File: config.mk
export PLATFORM = sky130hd
export DESIGN_NAME = multi_channel_pulse_counter_unit
export DESIGN_NICKNAME = d
export VERILOG_FILES = /design/src/rtl/core/mcpc_pkg.sv /design/src/rtl/core/mcpc_ram.sv /design/src/rtl/core/mcpc_issue.sv /design/src/rtl/core/mcpc_update.sv /design/src/rtl/core/multi_channel_pulse_counter_unit.sv
export SDC_FILE = /design/constraint.sdc
export NUM_CORES = 2
export LEC_CHECK = 0
export ABC_AREA = 1
export BUFFER_PORTS_ARGS = -buffer_cell sky130_fd_sc_hd__buf_4
export CAP_MARGIN = 15
export CORE_UTILIZATION = 50
export DETAILED_ROUTE_END_ITERATION = 7
export PLACE_DENSITY = 0.74
export SLEW_MARGIN = 10
export SYNTH_ARGS = -nofsm -noshare
export SYNTH_HDL_FRONTEND = slang
export SYNTH_SLANG_ARGS = --single-unit
File: constraint.sdc
create_clock -name clk -period 11.5 [get_ports clk]
set_clock_uncertainty 0.15 [all_clocks]
set_input_delay 0.575 -clock clk [delete_from_list [all_inputs] [get_ports clk]]
set_output_delay 0.575 -clock clk [all_outputs]
set_load 0.05 [all_outputs]
File: src/rtl/core/mcpc_pkg.sv
// Shared types and constants for the multi-channel pulse counter.
// No dependencies; used by every module of the block except mcpc_ram.
package mcpc_pkg;

  localparam int DEF_NUM_CHANNELS = 8;
  localparam int DEF_TIME_WIDTH   = 48;
  localparam int COUNT_W          = 32;  // channel and global pulse counts
  localparam int PIN_W            = 8;   // pins carried by a sample request
  localparam int CHAN_FIELD_W     = 3;   // channel fields on the streams
  localparam int APB_DATA_W       = 32;
  localparam int PADDR_W          = 3;

  typedef enum logic {
    CMD_SAMPLE  = 1'b0,
    CMD_PRELOAD = 1'b1
  } cmd_t;

  // Register index, i.e. paddr[PADDR_W-1:2]
  typedef enum logic [PADDR_W-3:0] {
    REG_CHANNEL_ENABLE = 1'b0
  } reg_idx_t;

  // Control of one operation handed from the issue stage to the update stage
  typedef struct packed {
    logic valid;
    logic is_edge;  // 1: counted edge, 0: preload write
    logic last;     // final edge of its sample; also set for a preload
  } op_ctrl_t;

endpackage

File: src/rtl/core/mcpc_ram.sv
// Generic single-write, single-read RAM with registered read data.
// No dependencies.
module mcpc_ram #(
  parameter int WIDTH = 32,
  parameter int DEPTH = 8,
  localparam int AW = (DEPTH > 1) ? $clog2(DEPTH) : 1
) (
  input  logic             clk,
  input  logic             wr_en,
  input  logic [AW-1:0]    wr_addr,
  input  logic [WIDTH-1:0] wr_data,
  input  logic             rd_en,
  input  logic [AW-1:0]    rd_addr,
  output logic [WIDTH-1:0] rd_data
);

  logic [WIDTH-1:0] mem [DEPTH];

  always_ff @(posedge clk) begin
    if (wr_en) begin
      mem[wr_addr] <= wr_data;
    end
    if (rd_en) begin
      rd_data <= mem[rd_addr];
    end
  end

endmodule

File: src/rtl/core/mcpc_issue.sv
// Issue stage: edge detection, pin history, and one RAM read per edge or preload.
// Depends on mcpc_pkg.
module mcpc_issue #(
  parameter int NUM_CHANNELS = mcpc_pkg::DEF_NUM_CHANNELS,
  parameter int TIME_WIDTH   = mcpc_pkg::DEF_TIME_WIDTH,
  localparam int CH_W = (NUM_CHANNELS > 1) ? $clog2(NUM_CHANNELS) : 1
) (
  input  logic                               clk,
  input  logic                               rst,
  input  logic                               in_valid,
  output logic                               in_ready,
  input  logic                               in_cmd,
  input  logic [mcpc_pkg::PIN_W-1:0]         in_levels,
  input  logic [TIME_WIDTH-1:0]              in_time,
  input  logic [mcpc_pkg::CHAN_FIELD_W-1:0]  in_channel,
  input  logic [mcpc_pkg::COUNT_W-1:0]       in_count,
  input  logic [TIME_WIDTH-1:0]              in_ptime,
  input  logic [TIME_WIDTH-1:0]              in_pperiod,
  input  logic [mcpc_pkg::PIN_W-1:0]         channel_enable,
  input  logic                               can_issue,
  output mcpc_pkg::op_ctrl_t                 op,
  output logic [CH_W-1:0]                    op_ch,
  output logic [TIME_WIDTH-1:0]              op_time,
  output logic [mcpc_pkg::COUNT_W-1:0]       op_count,
  output logic [TIME_WIDTH-1:0]              op_ptime,
  output logic [TIME_WIDTH-1:0]              op_pperiod
);

  logic                         busy;
  logic                         is_preload;
  logic [NUM_CHANNELS-1:0]      mask;
  logic [NUM_CHANNELS-1:0]      prev_level;
  logic [NUM_CHANNELS-1:0]      new_level;
  logic [NUM_CHANNELS-1:0]      edges;
  logic [NUM_CHANNELS-1:0]      lowest;
  logic [NUM_CHANNELS-1:0]      rest;
  logic [CH_W-1:0]              low_idx;
  logic [CH_W-1:0]              pre_ch;
  logic [TIME_WIDTH-1:0]        sample_time;
  logic [mcpc_pkg::COUNT_W-1:0] pre_count;
  logic [TIME_WIDTH-1:0]        pre_time;
  logic [TIME_WIDTH-1:0]        pre_period;
  logic                         issue;
  logic                         finishing;
  logic                         accept;
  logic                         preload_in;
  logic                         ch_ok;

  // channels past the pin width read low and never count
  for (genvar i = 0; i < NUM_CHANNELS; i++) begin : g_lvl
    if (i < mcpc_pkg::PIN_W) begin : g_pin
      assign new_level[i] = in_levels[i];
      assign edges[i]     = in_levels[i] & channel_enable[i] & ~prev_level[i];
    end else begin : g_none
      assign new_level[i] = 1'b0;
      assign edges[i]     = 1'b0;
    end
  end

  assign lowest = mask & (~mask + NUM_CHANNELS'(1));
  assign rest   = mask & ~lowest;

  always_comb begin
    low_idx = '0;
    for (int i = 0; i < NUM_CHANNELS; i++) begin
      if (lowest[i]) begin
        low_idx = low_idx | CH_W'(i);
      end
    end
  end

  assign issue      = busy & can_issue;
  assign finishing  = issue & (is_preload | (rest == '0));
  assign in_ready   = ~busy | finishing;
  assign accept     = in_valid & in_ready;
  assign preload_in = (in_cmd == mcpc_pkg::CMD_PRELOAD);
  assign ch_ok      = 32'(in_channel) < 32'(NUM_CHANNELS);

  always_ff @(posedge clk) begin
    if (rst) begin
      busy       <= 1'b0;
      prev_level <= '0;
    end else if (accept) begin
      if (preload_in) begin
        busy <= ch_ok;
      end else begin
        busy       <= |edges;
        prev_level <= new_level;
      end
    end else if (finishing) begin
      busy <= 1'b0;
    end
  end

  always_ff @(posedge clk) begin
    if (accept) begin
      is_preload  <= preload_in;
      mask        <= edges;
      sample_time <= in_time;
      pre_ch      <= CH_W'(in_channel);
      pre_count   <= in_count;
      pre_time    <= in_ptime;
      pre_period  <= in_pperiod;
    end else if (issue) begin
      mask <= rest;
    end
  end

  assign op.valid   = issue;
  assign op.is_edge = ~is_preload;
  assign op.last    = is_preload | (rest == '0);
  assign op_ch      = is_preload ? pre_ch : low_idx;
  assign op_time    = sample_time;
  assign op_count   = pre_count;
  assign op_ptime   = pre_time;
  assign op_pperiod = pre_period;

  a_busy_has_edges: assert property (@(posedge clk) disable iff (rst)
    busy && !is_preload |-> mask != '0)
    else $error("sample pending with no edges left");

  a_drain: assert property (@(posedge clk) disable iff (rst)
    op.valid && op.last && !accept |=> !busy)
    else $error("issue stage still busy after its final operation");

endmodule

File: src/rtl/core/mcpc_update.sv
// Update stage: read-modify-write of the channel entry, forwarding,
// global count and the result register. Depends on mcpc_pkg.
module mcpc_update #(
  parameter int NUM_CHANNELS = mcpc_pkg::DEF_NUM_CHANNELS,
  parameter int TIME_WIDTH   = mcpc_pkg::DEF_TIME_WIDTH,
  localparam int CH_W    = (NUM_CHANNELS > 1) ? $clog2(NUM_CHANNELS) : 1,
  localparam int ENTRY_W = mcpc_pkg::COUNT_W + 2 * TIME_WIDTH
) (
  input  logic                              clk,
  input  logic                              rst,
  input  mcpc_pkg::op_ctrl_t                op,
  input  logic [CH_W-1:0]                   op_ch,
  input  logic [TIME_WIDTH-1:0]             op_time,
  input  logic [mcpc_pkg::COUNT_W-1:0]      op_count,
  input  logic [TIME_WIDTH-1:0]             op_ptime,
  input  logic [TIME_WIDTH-1:0]             op_pperiod,
  output logic                              can_accept,
  input  logic [ENTRY_W-1:0]                rd_data,
  output logic                              wr_en,
  output logic [CH_W-1:0]                   wr_addr,
  output logic [ENTRY_W-1:0]                wr_data,
  output logic                              m_valid,
  input  logic                              m_ready,
  output logic [mcpc_pkg::CHAN_FIELD_W-1:0] m_channel,
  output logic [mcpc_pkg::COUNT_W-1:0]      m_count,
  output logic [TIME_WIDTH-1:0]             m_period,
  output logic [TIME_WIDTH-1:0]             m_edge_time,
  output logic [mcpc_pkg::COUNT_W-1:0]      m_total,
  output logic                              m_last
);

  mcpc_pkg::op_ctrl_t           s2;
  logic [CH_W-1:0]              s2_ch;
  logic [TIME_WIDTH-1:0]        s2_time;
  logic [mcpc_pkg::COUNT_W-1:0] s2_count;
  logic [TIME_WIDTH-1:0]        s2_ptime;
  logic [TIME_WIDTH-1:0]        s2_pperiod;
  logic                         fwd_hit;
  logic [ENTRY_W-1:0]           fwd_data;
  logic [NUM_CHANNELS-1:0]      entry_valid;
  logic [mcpc_pkg::COUNT_W-1:0] global_count;
  logic [ENTRY_W-1:0]           old_entry;
  logic [mcpc_pkg::COUNT_W-1:0] old_count;
  logic [TIME_WIDTH-1:0]        old_time;
  logic [mcpc_pkg::COUNT_W-1:0] new_count;
  logic [TIME_WIDTH-1:0]        new_period;
  logic                         out_free;
  logic                         advance;
  logic                         out_load;

  assign out_free   = ~m_valid | m_ready;
  assign advance    = s2.valid & (~s2.is_edge | out_free);
  assign out_load   = advance & s2.is_edge;
  assign can_accept = ~s2.valid | advance;

  // entry never written reads as zero; a write in the read cycle is forwarded
  always_comb begin
    if (fwd_hit) begin
      old_entry = fwd_data;
    end else if (entry_valid[s2_ch]) begin
      old_entry = rd_data;
    end else begin
      old_entry = '0;
    end
  end

  assign old_count  = old_entry[ENTRY_W-1 -: mcpc_pkg::COUNT_W];
  assign old_time   = old_entry[2*TIME_WIDTH-1 -: TIME_WIDTH];
  assign new_count  = old_count + mcpc_pkg::COUNT_W'(1);
  assign new_period = s2_time - old_time;

  assign wr_en   = advance;
  assign wr_addr = s2_ch;
  assign wr_data = s2.is_edge ? {new_count, s2_time, new_period}
                              : {s2_count, s2_ptime, s2_pperiod};

  always_ff @(posedge clk) begin
    if (rst) begin
      s2           <= '0;
      fwd_hit      <= 1'b0;
      entry_valid  <= '0;
      global_count <= '0;
      m_valid      <= 1'b0;
    end else begin
      if (op.valid) begin
        s2      <= op;
        fwd_hit <= wr_en && (wr_addr == op_ch);
      end else if (advance) begin
        s2.valid <= 1'b0;
      end
      if (wr_en) begin
        entry_valid[wr_addr] <= 1'b1;
      end
      if (out_load) begin
        global_count <= global_count + mcpc_pkg::COUNT_W'(1);
        m_valid      <= 1'b1;
      end else if (m_ready) begin
        m_valid <= 1'b0;
      end
    end
  end

  always_ff @(posedge clk) begin
    if (op.valid) begin
      s2_ch      <= op_ch;
      s2_time    <= op_time;
      s2_count   <= op_count;
      s2_ptime   <= op_ptime;
      s2_pperiod <= op_pperiod;
      fwd_data   <= wr_data;
    end
    if (out_load) begin
      m_channel   <= mcpc_pkg::CHAN_FIELD_W'(s2_ch);
      m_count     <= new_count;
      m_period    <= new_period;
      m_edge_time <= s2_time;
      m_total     <= global_count + mcpc_pkg::COUNT_W'(1);
      m_last      <= s2.last;
    end
  end

  a_no_overrun: assert property (@(posedge clk) disable iff (rst)
    op.valid |-> can_accept)
    else $error("operation issued into a stalled update stage");

  a_total: assert property (@(posedge clk) disable iff (rst)
    out_load |=> m_valid && m_total == global_count)
    else $error("result total does not match global count");

endmodule

File: src/rtl/core/multi_channel_pulse_counter_unit.sv
// Top level of the multi-channel pulse counter: APB register, request
// unpacking and the issue / update / RAM pipeline.
// Depends on mcpc_pkg, mcpc_ram, mcpc_issue, mcpc_update.
//
// Counts rising edges on up to NUM_CHANNELS pulse inputs. Each sample request
// carries all pin levels and a microsecond timestamp; every enabled channel
// whose pin went 0 -> 1 bumps its own count and the global count, captures
// the period since its previous edge (wrapping modulo 2^TIME_WIDTH) and
// stores the new edge time. One result leaves per edge, lowest channel
// first, with tlast on the final one; a sample with no edge gives nothing.
// A preload request overwrites one channel's count, edge time and period.
// Per-channel state lives in one RAM entry (count, edge time, period) that
// is read, updated and written back; a per-entry valid bit makes every entry
// read as zero after reset, so there is no clearing pass. The issue stage
// makes one RAM read per cycle while the update stage can accept: one per
// edge of a sample and one per preload; an edgeless sample makes none. The
// next request is taken in the cycle its predecessor issues its last read.
// An edge whose result cannot enter the result register (m_tready low with
// a result still waiting) holds the update stage, and that stalls the issue
// stage and the request side until the register frees. A result passes the
// issue, update and result registers. Back-to-back updates to the same
// channel are forwarded around the RAM. channel_enable (address 0) should
// only be changed while no request is in flight.
module multi_channel_pulse_counter_unit #(
  parameter int NUM_CHANNELS = mcpc_pkg::DEF_NUM_CHANNELS,
  parameter int TIME_WIDTH   = mcpc_pkg::DEF_TIME_WIDTH,
  localparam int IN_BITS  = mcpc_pkg::PIN_W + mcpc_pkg::CHAN_FIELD_W
                          + mcpc_pkg::COUNT_W + 3 * TIME_WIDTH,
  localparam int IN_W     = ((IN_BITS + 7) / 8) * 8,
  localparam int OUT_BITS = 2 * mcpc_pkg::COUNT_W + 2 * TIME_WIDTH,
  localparam int OUT_W    = ((OUT_BITS + 7) / 8) * 8
) (
  input  logic                              clk,
  input  logic                              rst,
  // configuration
  input  logic                              psel,
  input  logic                              penable,
  input  logic                              pwrite,
  input  logic [mcpc_pkg::PADDR_W-1:0]      paddr,
  input  logic [mcpc_pkg::APB_DATA_W-1:0]   pwdata,
  output logic [mcpc_pkg::APB_DATA_W-1:0]   prdata,
  output logic                              pready,
  // requests
  input  logic                              s_tvalid,
  output logic                              s_tready,
  // pin_levels, timestamp_us, channel, preload_count, preload_time,
  // preload_period, zero pad
  input  logic [IN_W-1:0]                   s_tdata,
  // cmd
  input  logic                              s_tuser,
  // results
  output logic                              m_tvalid,
  input  logic                              m_tready,
  // channel_count, period_us, edge_time, total_pulses, any zero pad
  output logic [OUT_W-1:0]                  m_tdata,
  // edge_channel
  output logic [mcpc_pkg::CHAN_FIELD_W-1:0] m_tuser,
  output logic                              m_tlast
);

  localparam int CH_W    = (NUM_CHANNELS > 1) ? $clog2(NUM_CHANNELS) : 1;
  localparam int ENTRY_W = mcpc_pkg::COUNT_W + 2 * TIME_WIDTH;
  // request field offsets, lowest first
  localparam int OFF_TS  = mcpc_pkg::PIN_W;
  localparam int OFF_CH  = OFF_TS + TIME_WIDTH;
  localparam int OFF_PC  = OFF_CH + mcpc_pkg::CHAN_FIELD_W;
  localparam int OFF_PT  = OFF_PC + mcpc_pkg::COUNT_W;
  localparam int OFF_PP  = OFF_PT + TIME_WIDTH;

  logic [mcpc_pkg::PIN_W-1:0]   channel_enable;
  logic [mcpc_pkg::PADDR_W-3:0] reg_idx;
  logic                         cfg_write;

  mcpc_pkg::op_ctrl_t           op;
  logic [CH_W-1:0]              op_ch;
  logic [TIME_WIDTH-1:0]        op_time;
  logic [mcpc_pkg::COUNT_W-1:0] op_count;
  logic [TIME_WIDTH-1:0]        op_ptime;
  logic [TIME_WIDTH-1:0]        op_pperiod;
  logic                         can_accept;
  logic [ENTRY_W-1:0]           rd_data;
  logic                         wr_en;
  logic [CH_W-1:0]              wr_addr;
  logic [ENTRY_W-1:0]           wr_data;

  logic [mcpc_pkg::COUNT_W-1:0] out_count;
  logic [TIME_WIDTH-1:0]        out_period;
  logic [TIME_WIDTH-1:0]        out_edge_time;
  logic [mcpc_pkg::COUNT_W-1:0] out_total;

  // ---- APB register: word-aligned decode, always ready ----
  assign pready    = 1'b1;
  assign reg_idx   = paddr[mcpc_pkg::PADDR_W-1:2];
  assign cfg_write = psel & penable & pwrite & pready;

  always_ff @(posedge clk) begin
    if (rst) begin
      channel_enable <= '0;
    end else if (cfg_write && reg_idx == mcpc_pkg::REG_CHANNEL_ENABLE) begin
      channel_enable <= pwdata[mcpc_pkg::PIN_W-1:0];
    end
  end

  assign prdata = (reg_idx == mcpc_pkg::REG_CHANNEL_ENABLE)
                ? mcpc_pkg::APB_DATA_W'(channel_enable) : '0;

  // ---- issue: edge detect, one RAM read per edge or preload ----
  mcpc_issue #(
    .NUM_CHANNELS(NUM_CHANNELS),
    .TIME_WIDTH  (TIME_WIDTH)
  ) u_issue (
    .clk           (clk),
    .rst           (rst),
    .in_valid      (s_tvalid),
    .in_ready      (s_tready),
    .in_cmd        (s_tuser),
    .in_levels     (s_tdata[mcpc_pkg::PIN_W-1:0]),
    .in_time       (s_tdata[OFF_TS +: TIME_WIDTH]),
    .in_channel    (s_tdata[OFF_CH +: mcpc_pkg::CHAN_FIELD_W]),
    .in_count      (s_tdata[OFF_PC +: mcpc_pkg::COUNT_W]),
    .in_ptime      (s_tdata[OFF_PT +: TIME_WIDTH]),
    .in_pperiod    (s_tdata[OFF_PP +: TIME_WIDTH]),
    .channel_enable(channel_enable),
    .can_issue     (can_accept),
    .op            (op),
    .op_ch         (op_ch),
    .op_time       (op_time),
    .op_count      (op_count),
    .op_ptime      (op_ptime),
    .op_pperiod    (op_pperiod)
  );

  // ---- channel state: {count, edge time, period} per channel ----
  mcpc_ram #(
    .WIDTH(ENTRY_W),
    .DEPTH(NUM_CHANNELS)
  ) u_state_ram (
    .clk    (clk),
    .wr_en  (wr_en),
    .wr_addr(wr_addr),
    .wr_data(wr_data),
    .rd_en  (op.valid),
    .rd_addr(op_ch),
    .rd_data(rd_data)
  );

  // ---- update: modify, write back, drive the result register ----
  mcpc_update #(
    .NUM_CHANNELS(NUM_CHANNELS),
    .TIME_WIDTH  (TIME_WIDTH)
  ) u_update (
    .clk        (clk),
    .rst        (rst),
    .op         (op),
    .op_ch      (op_ch),
    .op_time    (op_time),
    .op_count   (op_count),
    .op_ptime   (op_ptime),
    .op_pperiod (op_pperiod),
    .can_accept (can_accept),
    .rd_data    (rd_data),
    .wr_en      (wr_en),
    .wr_addr    (wr_addr),
    .wr_data    (wr_data),
    .m_valid    (m_tvalid),
    .m_ready    (m_tready),
    .m_channel  (m_tuser),
    .m_count    (out_count),
    .m_period   (out_period),
    .m_edge_time(out_edge_time),
    .m_total    (out_total),
    .m_last     (m_tlast)
  );

  assign m_tdata = OUT_W'({out_total, out_edge_time, out_period, out_count});

endmodule

Word level (Yosys, flattened, before mapping)
Memory sizes are Yosys's and may differ from the RTL's. A register that Yosys moved wholly into a read port is not among the register bits.
Index checks and enable logic that the tools add are counted.
{"block": "word_totals", "ff_bits": 721, "mem_bits_rw": 1024, "inputBits": 235, "out_inout_bits": 199, "elab_cells": 122, "mem_count": 1}
{"block": "classes", "addsub": 4, "n_lt_le_gt_ge": 2, "n_eq_ne": 1, "muxes": 27, "bitwise": 48, "n_reduce_logical": 10}
{"memory": "u_state_ram.mem", "depth": 8, "word_bits": 128, "rd": 1, "rd_ports_with_merged_regs": 1, "write_ports": 1, "line_no": "mcpc_ram.sv:17", "source": "logic [WIDTH-1:0] mem [DEPTH];"}
{"cell": "two-way mux 128 bit", "n": 3}
{"cell": "adder 32 x 1 -> 32 bit, second input constant", "n": 2}
{"cell": "subtractor 48 bit", "n": 1}
{"cell": "two-way mux 8 bit", "n": 3}
{"cell": "AND 1 bit", "n": 23}
{"cell": "AND 8 bit", "n": 2}
{"cell": "inverter 8 bit", "n": 2}
{"cell": "two-way mux 3 bit", "n": 5}
{"cell": "inverter 1 bit", "n": 15}
{"cell": "two-way mux 1 bit", "n": 12}
{"cell": "adder 8 x 1 -> 8 bit, second input constant", "n": 1}
{"cell": "logical NOT 8 bit", "n": 1}
{"cell": "OR 8 bit", "n": 1}
{"cell": "nonzero test 2 bit", "n": 4}
{"cell": "OR reduction 8 bit", "n": 1}
{"cell": "OR 1 bit", "n": 5}
{"cell": "less-than comparator 3 x 4 -> 1 bit, second input constant", "n": 1}
{"cell": "two-way mux 2 bit", "n": 2}
{"cell": "binary-select mux 1 bit (select 3 bit)", "n": 1}
{"cell": "demux 1 bit (select 3 bit)", "n": 1}
{"cell": "equality test 3 bit", "n": 1}
{"cell": "greater-or-equal comparator 3 x 1 -> 1 bit, second input constant", "n": 1}
{"cell": "logical AND 1 bit", "n": 3}
{"cell": "AND reduction 2 bit", "n": 1}

Longest topological paths before layout
{"block": "depth", "word_depth": 13, "depth_mapped": 27, "depth_no_buf": 23}

Hierarchy
Synthesis repeated with hierarchy kept, for this count alone.
{"block": "hier_totals", "cells_unflattened": 7324, "hier_area_um2": 77845.9}
{"module": "mcpc_ram", "n_inst": 1, "cells_per_inst": 4570, "area_per_inst_um2": 48358.9, "seq_area_each_um2": 34593.2}
{"module": "mcpc_update", "n_inst": 1, "cells_per_inst": 2314, "area_per_inst_um2": 22281.4, "seq_area_each_um2": 13603.0}
{"module": "mcpc_issue", "n_inst": 1, "cells_per_inst": 340, "area_per_inst_um2": 6536.3, "seq_area_each_um2": 5825.6}
{"module": "multi_channel_pulse_counter_unit", "n_inst": 1, "cells_per_inst": 100, "area_per_inst_um2": 669.4, "seq_area_each_um2": 160.2}

Least setup slack after synthesis
No wires, ideal clock.
{"block": "synth_path", "path_kind": "in2reg", "start": "in m_tready", "end": "reg u_issue.mask[4] (data pin)", "setup_time_ns": 0.394, "arrival_time_ns": 10.748, "required_time_ns": 10.956, "slack_ns": 0.207, "cell_stages": 9, "n_path_buf": 0, "path_cell_list": "nor2_1 nand3_1 nand2_1 inv_1 nand2_1 nand3_1 nand2_1 inv_1 o21ai_0"}
{"item": "start: declaration", "line_no": "multi_channel_pulse_counter_unit.sv:53", "source": "input logic m_tready,"}
{"item": "end signal: assignment", "line_no": "mcpc_issue.sv:98", "source": "mask <= edges;"}
{"item": "end signal: assignment", "line_no": "mcpc_issue.sv:105", "source": "mask <= rest;"}
{"item": "end: declaration", "line_no": "mcpc_issue.sv:31", "source": "logic [NUM_CHANNELS-1:0] mask;"}

Worst setup path after layout
{"block": "layout_path", "start": "reg u_issue.mask[1]", "end": "reg u_state_ram.rd_data[116], read port of u_state_ram.mem (data pin)"}
{"block": "layout_between", "elab_chain_cells": 11}
{"item": "inverter 8 bit", "line_no": "mcpc_issue.sv:60", "source": "assign lowest = mask & (~mask + NUM_CHANNELS'(1));"}
{"item": "adder 8 x 1 -> 8 bit", "line_no": "mcpc_issue.sv:60"}
{"item": "AND 8 bit *", "line_no": "mcpc_issue.sv:60"}
{"item": "two-way mux 1 bit", "line_no": "mcpc_issue.sv:66", "source": "if (lowest[i]) begin"}
{"item": "two-way mux 2 bit (2 in series)", "line_no": "mcpc_issue.sv:66"}
{"item": "two-way mux 3 bit (3 in series)", "line_no": "mcpc_issue.sv:66"}
{"item": "two-way mux 3 bit *", "line_no": "mcpc_issue.sv:66"}
{"item": "two-way mux 3 bit *", "line_no": "mcpc_issue.sv:112", "source": "assign op_ch = is_preload ? pre_ch : low_idx;"}
{"item": "end: declaration", "line_no": "mcpc_ram.sv:14", "source": "output logic [WIDTH-1:0] rd_data"}
Mark *: on every way between the ends. The rest lies on a longest branch, timed or not.
A chain may end at the register's enable or synchronous reset.

==> results.ini <==
[job]
drv_cap = 0

[critical_path]
end_kind = register
crit_path_top_delay_cell = inv_8
path_cells = inv_1 > nand2_2 > nor2_4 > nand2_1 > nor2_1 > nand2_1 > nand3_1 > nand2_8 > inv_8 > buf_4 > buf_4 > nand2_1 > o211ai_1 > nand2_1 > nand2_1 > nand2_1
startpoint_type = register
r2r_start = u_issue.mask[1]$_DFFE_PP_
cp_top_family = buffers and inverters
arrival_ns = 5.81
criticalPathCategory = register to register
path_buf_inv = 4
reg2reg_to = u_state_ram.rd_data[116]$_DFFE_PP_
cp.required_ns = 11.83
cp_common_cell = nand2_1
r2r_setup_slack_ns = 6.02
ff2ff_path_depth = 16
cpPeakStageDelay_ns = 0.91
path_max_fanout = 149

[yosys]
ys_seq_area_share_pct = 71.5
syn_area_um2 = 53600
synth_area_leaders = edfxtp_1, nand2_1, o211ai_1
synth_cell_types = 51
synth_top_cell_by_area = edfxtp_1
synth.top_cell.area_share_pct = 69.2
syn_avg_cell_area_um2 = 12.1
ys_warn_count = 0
synth.ff_latch_count = 1297
syn-instance-count = 4449

[timing]
tightest_slew_ns = 1.11
setup_tns_ns = 0
fin_crit_sh_pct = 47.7
hold_violations = 0
fmax_mhz = 182
slew_viol_final = 0
finalSetupViolations = 0
rsz0062_at_grt = no
period_needed_ns = 5.48
slew_headroom_pct = 26.0

[placement]
globalplace.congestion = 0.964
portBuffers = 329
placed_area_um2 = 57300
dpl.hpwl_um = 76900

[drt]
ant_nets = 0
drc = 0
vias = 34735
drt_pass1_iterations = 6
routed_via_density = 5.43
wl_per_cell_um = 20.8
drt-total-wl_um = 133000
drtIter0Drc = 3311

[global_routing]
grt.total_usage_pct = 24.6
grt_pass1_vias = 33427
grt_max_degree = 171
grt_pass1_wl_um = 199000
grt_antenna_before_repair = 4
grt-ovfl-total = 0

[cts]
ctsRootBufferMaster = clkbuf_16
cts.clk_slew.worst_paths_ns = 0.06
cts.sinks = 1297
cts_tree = yes
post_cts_resized = 0
cts_buffers = 133
cts_setup_buffers = 0
htreeDepth = 4
clock_latency_ns = 0.75
clk_path_buf_depth = 3

[finish]
fillers = 8043
layout_common_cells = edfxtp_1, nand2_1, nor2_1
syn_to_final_growth_pct = 17.4
drive_gt1_share_pct = 15.3
layout.nets = 5192
stdcell_area_um2 = 63000
layout_commonest_cell = edfxtp_1

[hold_path]
min_to = u_issue.busy$_SDFFE_PP0P_
hold_path_class = input port to register
hold_depth = 3
hp-start = s_tvalid

[pwr]
power.density_nw_per_um2 = 174
p_leak_nw = 23.7
ir_drop_uv = 149

[floorplanning]
io_pins = 434
die_h_um = 329
coreArea_um2 = 106000
start_util_pct = 50.7
die_area_um2 = 109000
fp-row-count = 119
die_w_um = 329

[outcome]
status = completed

==> cell families after synthesis <==
logic type               Yosys count  share of synthesized area [%]
AND/OR/NAND/NOR                 1867                           14.6
buffers and inverters            519                           4.04
flip-flops                      1297                           71.5
other                              2                         0.0140
AO/OA/AOI/OAI                    628                           7.22
adder cells (fa/ha/maj)           50                           1.18
XOR/XNOR                          86                           1.47
==> cell usage after synthesis (all sizes together) <==
cell type and count:
a211oi 2, a21boi 3, a21o 9, a21oi 107, a31oi 11, and2 8, and3 2, buf 119
clkbuf 88, clkinv 2, conb 2, dfxtp 62, edfxtp 1235, fa 1, ha 49, inv 310
nand2 1194, nand3 67, nand3b 2, nand4 20, nor2 386, nor3 14, nor3b 1, nor4 11
nor4b 1, o2111ai 3, o211ai 242, o21a 9, o21ai 225, o21bai 13, o22ai 1, o311ai 1
o31ai 2, or2 161, xnor2 24, xor2 62
==> where the power goes <==
part	switching (W)	internal [W]
clock	0.00178	0.00244
sequential	0.0000714	0.00546
combinational	0.000831	0.000355
total	0.00268	0.00825
==> area by class of cell <==
class / instances / area (um2) / share of cell area (%)
Sequential cell: 1297 / 38300 / 60.9
Multi-Input combinational cell: 2656 / 13200 / 21.0
Timing Repair Buffer: 507 / 4190 / 6.65
Clock buffer: 171 / 3570 / 5.66
Tap cell: 1391 / 1740 / 2.76
Inverter: 312 / 1220 / 1.94
Clock inverter: 64 / 654 / 1.04
Antenna cell: 3 / 7.51 / 0.0119
==> worst max path at each step <==
stage / from / end / slack [ns] / cells after the start
final: u_issue.mask[1]$_DFFE_PP_ / u_state_ram.rd_data[116]$_DFFE_PP_ / 6.02 / 16
after global routing: u_issue.mask[0]$_SDFFCE_PN0P_ / u_state_ram.rd_data[112]$_DFFE_PP_ / 5.63 / 16
after CTS: u_issue.mask[0]$_SDFFCE_PN0P_ / u_state_ram.rd_data[116]$_DFFE_PP_ / 6.12 / 16
after detailed placement: u_issue.mask[0]$_SDFFCE_PN0P_ / u_state_ram.rd_data[123]$_DFFE_PP_ / 6.13 / 16
after global placement: u_issue.mask[0]$_SDFFCE_PN0P_ / u_state_ram.rd_data[112]$_DFFE_PP_ / 6.24 / 16
after floorplan: m_tready / u_issue.mask[4]$_DFFE_PP_ / 0.21 / 9
==> sequential cells by signal, summed over array words and instances, names as in the netlist, 32 cells and up <==
register,count
u_state_ram.rd_data,80
u_update.m_edge_time,48
u_issue.op_ptime,48
u_update.s2_count,32
u_issue.op_time,48
u_update.fwd_data,80
u_update.m_total,32
u_update.global_count,32
u_update.s2_ptime,48
u_update.m_count,32
u_issue.op_count,32
u_state_ram.mem,640
u_update.m_period,48
u_update.s2_time,48
==> repair_timing <==
action,CTS,global route
hold buffers,148,0
endpoints found under the setup margin,0,0
endpoints found under the hold margin,148,0
==> through the flow <==
| stage | total power, W | util (%) | setup slack [ns] | hold WS (ns) | cells |
|---|---|---|---|---|---|
| 2_1_floorplan | 0.00641 | - | 0.207 | 0.250 | 4472 |
| 3_3_place_gp | 0.00673 | 54.1 | 6.24 | 0.251 | 6015 |
| 3_5_place_dp | 0.00675 | 54.1 | 6.13 | 0.255 | 6015 |
| 4_1_cts | 0.0110 | 59.5 | 6.12 | 0.00935 | 6398 |
| 5_1_grt | 0.0113 | 59.5 | 5.63 | 0.0269 | 6400 |
| 6_report | 0.0109 | 59.5 | 6.02 | 0.0499 | 6401 |
==> routing by layer <==
metal | part of all wire [%] | routed length, um | vias up | global-route usage (%)
met5 | 0 | 0 | - | 0
met4 | 2.7 | 3640 | 0 | 7.98
met3 | 7.9 | 10500 | 241 | 4.46
met2 | 48 | 63300 | 1446 | 39.6
met1 | 42 | 55500 | 16770 | 33.8
li1 | - | - | 16278 | -
==> tightest hold or removal path: cells and delay by family <==
family	cells	cell delay, ns
AO/OA/AOI/OAI	2	0.17
buffers and inverters	1	0.12
Power figures use the tool's default switching activity.
